### config.mk
export PLATFORM = sky130hd
export DESIGN_NAME = competition_rank_engine
export DESIGN_NICKNAME = d
export VERILOG_FILES = /design/src/design/cre_pkg.sv /design/src/design/cre_cell.sv /design/src/design/competition_rank_engine.sv
export SDC_FILE = /design/constraint.sdc
export NUM_CORES = 1
export LEC_CHECK = 0
export ABC_CLOCK_PERIOD_IN_PS = 16600
export BUFFER_PORTS_ARGS = -buffer_cell sky130_fd_sc_hd__buf_2
export CORE_AREA = 5 5 208 210
export DETAILED_ROUTE_END_ITERATION = 8
export DIE_AREA = 0 0 213 215
export PLACE_DENSITY_LB_ADDON = 0.08
export SETUP_SLACK_MARGIN = 0.15
export SYNTH_ARGS = -nofsm -noshare
export SYNTH_HDL_FRONTEND = slang
export SYNTH_SLANG_ARGS = --single-unit
### constraint.sdc
create_clock -name aclk -period 16.6 [get_ports aclk]
set_input_delay 0.83 -clock aclk [delete_from_list [all_inputs] [get_ports aclk]]
set_output_delay 0.83 -clock aclk [all_outputs]
set_load 0.01 [all_outputs]
### src/design/cre_pkg.sv
// Shared types and constants for the competition rank engine.
package cre_pkg;

    localparam int SCORE_W      = 10;
    localparam int POS_W        = 4;
    localparam int RANK_W       = 5;
    localparam int SET_SIZE_DEF = 16;

    typedef enum logic [3:0] {
        ST_LOAD  = 4'b0001,
        ST_PRIME = 4'b0010,
        ST_RANK  = 4'b0100,
        ST_DRAIN = 4'b1000
    } cre_state_t;

    // per-cycle command broadcast to every cell of the chain
    typedef struct packed {
        logic shift;   // move held entries one cell toward the head
        logic prime;   // copy held entry into the circulating slot, clear count
        logic rotate;  // compare, then pass the circulating slot along the ring
    } cre_cell_ctrl_t;

endpackage

### src/design/cre_cell.sv
// One cell of the ranking chain: a held score, its greater-count and a ring slot.
module cre_cell #(
    parameter int CNT_W = 5
) (
    input  logic                        aclk,
    input  logic                        aresetn,
    input  cre_pkg::cre_cell_ctrl_t     ctrl,
    input  logic [cre_pkg::SCORE_W-1:0] own_score_in,
    input  logic                        own_valid_in,
    input  logic [CNT_W-1:0]            own_cnt_in,
    output logic [cre_pkg::SCORE_W-1:0] own_score_out,
    output logic                        own_valid_out,
    output logic [CNT_W-1:0]            own_cnt_out,
    input  logic [cre_pkg::SCORE_W-1:0] pass_score_in,
    input  logic                        pass_valid_in,
    output logic [cre_pkg::SCORE_W-1:0] pass_score_out,
    output logic                        pass_valid_out
);
    import cre_pkg::*;

    logic [SCORE_W-1:0] own_score_reg, own_score_next;
    logic               own_valid_reg, own_valid_next;
    logic [CNT_W-1:0]   cnt_reg, cnt_next;
    logic [SCORE_W-1:0] pass_score_reg, pass_score_next;
    logic               pass_valid_reg, pass_valid_next;

    always_comb begin
        own_score_next  = own_score_reg;
        own_valid_next  = own_valid_reg;
        cnt_next        = cnt_reg;
        pass_score_next = pass_score_reg;
        pass_valid_next = pass_valid_reg;
        if (ctrl.shift) begin
            own_score_next = own_score_in;
            own_valid_next = own_valid_in;
            cnt_next       = own_cnt_in;
        end else if (ctrl.prime) begin
            pass_score_next = own_score_reg;
            pass_valid_next = own_valid_reg;
            cnt_next        = '0;
        end else if (ctrl.rotate) begin
            if (pass_valid_reg && own_valid_reg && (pass_score_reg > own_score_reg)) begin
                cnt_next = cnt_reg + CNT_W'(1);
            end
            pass_score_next = pass_score_in;
            pass_valid_next = pass_valid_in;
        end
    end

    always_ff @(posedge aclk) begin
        if (!aresetn) begin
            own_valid_reg  <= 1'b0;
            pass_valid_reg <= 1'b0;
        end else begin
            own_valid_reg  <= own_valid_next;
            pass_valid_reg <= pass_valid_next;
        end
        own_score_reg  <= own_score_next;
        cnt_reg        <= cnt_next;
        pass_score_reg <= pass_score_next;
    end

    assign own_score_out  = own_score_reg;
    assign own_valid_out  = own_valid_reg;
    assign own_cnt_out    = cnt_reg;
    assign pass_score_out = pass_score_reg;
    assign pass_valid_out = pass_valid_reg;

endmodule

### src/design/competition_rank_engine.sv
// Top level of the competition rank engine: cell chain, sequencer and result register.
// Loading: one score word per cycle while s_ready is high; a score beyond SET_SIZE is dropped.
// After the closing word the ring is primed, then rotated so that every cell sees every score.
// Results then leave at one per cycle while m_ready is high, once the empty head cells are skipped.
// Reset (aresetn low, synchronous) empties the chain and the result register; no sweep needed.
module competition_rank_engine #(
    parameter int SET_SIZE = cre_pkg::SET_SIZE_DEF
) (
    input  logic                        aclk,
    input  logic                        aresetn,
    input  logic                        s_valid,
    output logic                        s_ready,
    input  logic [cre_pkg::SCORE_W-1:0] s_score,
    input  logic                        s_last,
    output logic                        m_valid,
    input  logic                        m_ready,
    output logic [cre_pkg::POS_W-1:0]   m_position,
    output logic [cre_pkg::SCORE_W-1:0] m_score_out,
    output logic [cre_pkg::RANK_W-1:0]  m_rank,
    output logic                        m_end_of_run
);
    import cre_pkg::*;

    // counts, indexes and ranks all stay within 0..SET_SIZE
    localparam int CW  = $clog2(SET_SIZE + 1);
    localparam int PWW = CW + POS_W;   // room to truncate position to its field
    localparam int RWW = CW + RANK_W;  // room to form rank, then truncate

    cre_state_t     state_reg, state_next;
    logic [CW-1:0]  count_reg, count_next;   // scores held in the chain
    logic [CW-1:0]  step_reg, step_next;     // rotation counter, then result index

    logic                 m_valid_reg, m_valid_next;
    logic [POS_W-1:0]     m_position_reg, m_position_next;
    logic [SCORE_W-1:0]   m_score_reg, m_score_next;
    logic [RANK_W-1:0]    m_rank_reg, m_rank_next;
    logic                 m_eor_reg, m_eor_next;

    cre_cell_ctrl_t ctrl;

    // chain links: index i is the output of cell i, index SET_SIZE feeds the tail
    logic [SCORE_W-1:0] sh_score [0:SET_SIZE];
    logic               sh_valid [0:SET_SIZE];
    logic [CW-1:0]      sh_cnt   [0:SET_SIZE];
    logic [SCORE_W-1:0] ps_score [0:SET_SIZE-1];
    logic               ps_valid [0:SET_SIZE-1];

    logic in_acc;
    logic store;
    logic out_free;
    logic emit;
    logic last_emit;
    logic [PWW-1:0] pos_wide;
    logic [RWW-1:0] rank_wide;

    assign s_ready  = (state_reg == ST_LOAD);
    assign in_acc   = s_valid && s_ready;
    assign store    = in_acc && (count_reg < CW'(SET_SIZE));
    assign out_free = !m_valid_reg || m_ready;

    // head cell feeds the result register; empty head cells are skipped freely
    assign emit      = (state_reg == ST_DRAIN) && sh_valid[0] && out_free;
    assign last_emit = emit && ((step_reg + CW'(1)) == count_reg);

    // tail input: new score while loading, empty slot while draining
    assign sh_score[SET_SIZE] = s_score;
    assign sh_valid[SET_SIZE] = store;
    assign sh_cnt[SET_SIZE]   = '0;

    always_comb begin
        ctrl.shift  = store || ((state_reg == ST_DRAIN) && (!sh_valid[0] || out_free));
        ctrl.prime  = (state_reg == ST_PRIME);
        ctrl.rotate = (state_reg == ST_RANK);
    end

    for (genvar i = 0; i < SET_SIZE; i++) begin : g_cell
        cre_cell #(
            .CNT_W (CW)
        ) u_cell (
            .aclk           (aclk),
            .aresetn        (aresetn),
            .ctrl           (ctrl),
            .own_score_in   (sh_score[i+1]),
            .own_valid_in   (sh_valid[i+1]),
            .own_cnt_in     (sh_cnt[i+1]),
            .own_score_out  (sh_score[i]),
            .own_valid_out  (sh_valid[i]),
            .own_cnt_out    (sh_cnt[i]),
            .pass_score_in  (ps_score[(i+1) % SET_SIZE]),
            .pass_valid_in  (ps_valid[(i+1) % SET_SIZE]),
            .pass_score_out (ps_score[i]),
            .pass_valid_out (ps_valid[i])
        );
    end

    // sequencer: load, prime the ring, rotate SET_SIZE times, drain in arrival order
    always_comb begin
        state_next = state_reg;
        count_next = count_reg;
        step_next  = step_reg;
        case (state_reg)
            ST_LOAD: begin
                if (store) begin
                    count_next = count_reg + CW'(1);
                end
                if (in_acc && s_last) begin
                    state_next = ST_PRIME;
                end
            end
            ST_PRIME: begin
                step_next  = '0;
                state_next = ST_RANK;
            end
            ST_RANK: begin
                if (step_reg == CW'(SET_SIZE - 1)) begin
                    step_next  = '0;
                    state_next = ST_DRAIN;
                end else begin
                    step_next = step_reg + CW'(1);
                end
            end
            ST_DRAIN: begin
                if (last_emit) begin
                    step_next  = '0;
                    count_next = '0;
                    state_next = ST_LOAD;
                end else if (emit) begin
                    step_next = step_reg + CW'(1);
                end
            end
            default: begin
                state_next = ST_LOAD;
                count_next = '0;
                step_next  = '0;
            end
        endcase
    end

    // result register: load on emit, drop once taken
    assign pos_wide  = PWW'(step_reg);
    assign rank_wide = RWW'(sh_cnt[0]) + RWW'(1);

    always_comb begin
        m_valid_next    = m_valid_reg;
        m_position_next = m_position_reg;
        m_score_next    = m_score_reg;
        m_rank_next     = m_rank_reg;
        m_eor_next      = m_eor_reg;
        if (emit) begin
            m_valid_next    = 1'b1;
            m_position_next = pos_wide[POS_W-1:0];
            m_score_next    = sh_score[0];
            m_rank_next     = rank_wide[RANK_W-1:0];
            m_eor_next      = last_emit;
        end else if (m_ready) begin
            m_valid_next = 1'b0;
        end
    end

    always_ff @(posedge aclk) begin
        if (!aresetn) begin
            state_reg   <= ST_LOAD;
            count_reg   <= '0;
            step_reg    <= '0;
            m_valid_reg <= 1'b0;
        end else begin
            state_reg   <= state_next;
            count_reg   <= count_next;
            step_reg    <= step_next;
            m_valid_reg <= m_valid_next;
        end
        m_position_reg <= m_position_next;
        m_score_reg    <= m_score_next;
        m_rank_reg     <= m_rank_next;
        m_eor_reg      <= m_eor_next;
    end

    assign m_valid      = m_valid_reg;
    assign m_position   = m_position_reg;
    assign m_score_out  = m_score_reg;
    assign m_rank       = m_rank_reg;
    assign m_end_of_run = m_eor_reg;

endmodule

==> results.md <==
* Result of the run: finished, final reports clean
* Met2 Usage GRT at 0.338
* Clock tree root buffer cell: clkbuf_16
* Syn_area_per_cell at 11.7 µm²
* Number of DRC violations after detailed-routing iteration 0 at 854
* Top achievable clock speed at 0.267 GHz
* Final HPWL from detailed placement at 30,800 µm
* Average wire per cell in the routed design at 18.5 µm
* Final wirelength at 46,400 µm
* Site row count at 75
* PnR worst setup slack at 12.86 ns
* Count of instances resized after the clock tree is built at 0
* Cell Chain, Critical Path: or4b_1, o21a_1, buf_4, inv_8, buf_4, o31ai_1
* Worst Path Arrival at 4.03 ns
* Area growth, synth to finish at 10.1%
* Clock tree from TritonCTS: built
* Most used flip-flop cell after synthesis: edfxtp_1
* Total Die Area at 45,800 µm²
* Clk Latency, worst-skew pair at 0.58 ns
* Async set-reset flop share out of synthesis at 0
* Clock period minus worst slack at 3.74 ns
* Net count after synthesis at 2,098
* Most crowded layer after global routing: met2
* Share of post-route cells with drive strength above 1 at 0.0726
* Vias in the first global route at 14,300
* Req. time, crit path at 16.89 ns
* Slew at the pin closest to its max-slew limit at 1.36 ns
* Met1 layer usage reported by global route at 0.272
* Sum of internal, switching and leakage power at 2.74 mW
* Wire length of the first global-routing pass at 74,500 µm
* Peak supply drop at 0.0000976 V
* Diodes inserted at 0
* Number of clock buffers inserted by TritonCTS at 51
* Most used cell, CP: buf_4
* Met3 demand-to-capacity share in global routing at 0.0343
* Die width at 213 µm
* Period utilization at 0.225
* Hold Path Class: input pin to register
* Global router's overall resource usage at 0.203
* Sort of element at the end of the critical path: register
* Max Transition Viols Final at 0
* Power per unit of standard cell area at 112 nW/µm²
* Number of I/O pins at 37
* Cell with the largest stage delay on the worst path: buf_4
* Synthesized instance count at 1,903
* Proportion of synthesized chip area in sequential cells at 0.607
* Final setup violation count at 0
* Final sum of negative setup slack at 0 ns
* Count of nets after finishing at 2,127
* Overall overflow remaining after global route at 0
* Biggest cell delay along the critical path at 0.88 ns
* Number of buffers inserted by hold repair at cts at 0
* Core outline area at 41,400 µm²
* Number of synthesized flops with an enable pin at 415
* Area of the mapped netlist at 22,200 µm²
* Worst setup timing slack at the placement stage at 12.76 ns
* Maximum fanout along the worst path at 120
* H-Tree Level Count at 2
* Number of max-cap violations at 0
* Port buffer count at 36
* Library cells used by synthesis at 52
* Crit start category: register
* Initial antenna violation count at 2
* Register clock-pin slew on the reported worst setup and hold paths at 0.06 ns
* Leakage power at 9.85 nW
* Placer Congestion at 0.819
* Final hold violation count at 0
* Maximum number of pins on one net before global-route repair at 222
* Vias at 14,000
* Vert. Die Dim at 215 µm
* Setup repair bufs after CTS at 0
* Number of register bits inferred by synthesis at 467
* Worst slew margin relative to its limit at 0.0929
* Setup repair after global routing missed its margin: no
* Post-detailed-route via-to-cell ratio at 5.57
* Warning count from the yosys run at 0
* Remaining DRCs at 0
* Initial cell density of the core at 0.537
* Detail Route Antenna Nets at 0
* Detailed-router iteration count before antenna repair at 6
* Clock tree skew after final layout at 0.0170 ns
* Kind of critical path: register to register
* Maximum buffer depth of the clock tree at 3
* Number of clock sinks seen by CTS at 467
## cells in the mapped netlist (13+ instances only)
cell / count / area share
edfxtp_1: 415 / 0.56
nand2_1: 294 / 0.050
o21ai_0: 214 / 0.048
ha_1: 180 / 0.10
inv_1: 175 / 0.030
nand3_1: 72 / 0.016
nor2_1: 61 / 0.010
a21o_1: 53 / 0.018
dfxtp_1: 52 / 0.047
clkbuf_1: 48 / 0.0081
a21oi_1: 42 / 0.0095
nand4_1: 38 / 0.011
xor2_1: 34 / 0.013
o31ai_1: 28 / 0.0095
nor3_1: 22 / 0.0050
xnor2_1: 21 / 0.0083
mux2i_1: 19 / 0.0086
a211oi_1: 17 / 0.0057
a2111oi_0: 13 / 0.0051
## critical path: cells and delay by family, from the launching register on
family,cells,cell delay (ns)
AND/OR/NAND/NOR,1,0.66
buffers and inverters,3,1.76
flip-flops,1,0.51
AO/OA/AOI/OAI,2,0.46
## stage by stage
stage | hold WS (ns) | utilization | cell area [µm²] | cells
final | 0.425 | 0.591 | 24500 | 2508
after global routing | 0.409 | 0.591 | 24500 | 2508
after CTS | 0.395 | 0.591 | 24500 | 2508
after detailed placement | 0.432 | 0.553 | 22900 | 2418
after global placement | 0.431 | 0.553 | 22900 | 2418
after floorplan | 0.426 | - | 22200 | 1903
## cells by family after synthesis
group,after synthesis,share of synthesized area
multiplexers,19,0.00855
flip-flops,467,0.607
AO/OA/AOI/OAI,408,0.111
buffers and inverters,252,0.0468
AND/OR/NAND/NOR,522,0.104
adder cells (fa/ha/maj),180,0.101
XOR/XNOR,55,0.0217
## final cells by class
class / count / area (µm²)
repair buffers: 50 / 310
clock inverters: 24 / 229
inverters: 178 / 676
flip-flops and latches: 467 / 13500
well taps: 539 / 674
fillers: 3390 / 16900
multi-input cells: 1184 / 7710
clock buffers: 66 / 1380
## worst paths after layout
kind	cells after the start	slack (ns)	end	start
hold / removal	1	0.42	g_cell[15].u_cell.own_score_out[8]	s_score[8]
setup reg to reg	6	12.86	g_cell[11].u_cell.own_cnt_out[2]	state_reg[3]
setup / recovery	6	12.86	g_cell[11].u_cell.own_cnt_out[2]	state_reg[3]
hold reg to reg	0	0.44	g_cell[1].u_cell.own_score_out[1]	g_cell[2].u_cell.own_score_out[1]
## metal layers
metal | share of wire | wire, µm
met5 | 0.00073 | 34
met4 | 0.026 | 1220
met3 | 0.043 | 1990
met2 | 0.49 | 22500
met1 | 0.44 | 20600
## power by group
part           internal [mW]  switching, mW  total (mW)
Combinational         0.0812          0.135       0.216
Clock                  0.644          0.456        1.10
Sequential              1.37         0.0509        1.42
## cells in the final DEF (no fill, tap or decap), types with 9 or more instances in the layout
master,netlist,final
a2111oi_0,13,13
a211oi_1,17,17
a21o_1,53,53
a21oi_1,42,42
a21oi_2,12,12
a31oi_1,9,9
buf_2,4,36
buf_4,10,12
clkbuf_1,48,13
clkbuf_16,0,53
clkinv_2,1,10
dfxtp_1,52,52
edfxtp_1,415,415
ha_1,180,180
inv_1,175,175
mux2i_1,19,19
nand2_1,294,294
nand2b_1,11,11
nand3_1,72,72
nand4_1,38,38
nor2_1,61,60
nor2b_1,11,11
nor3_1,22,21
o21ai_0,214,214
o31ai_1,28,28
xnor2_1,21,21
xor2_1,34,34
Power figures use the tool's default switching activity.
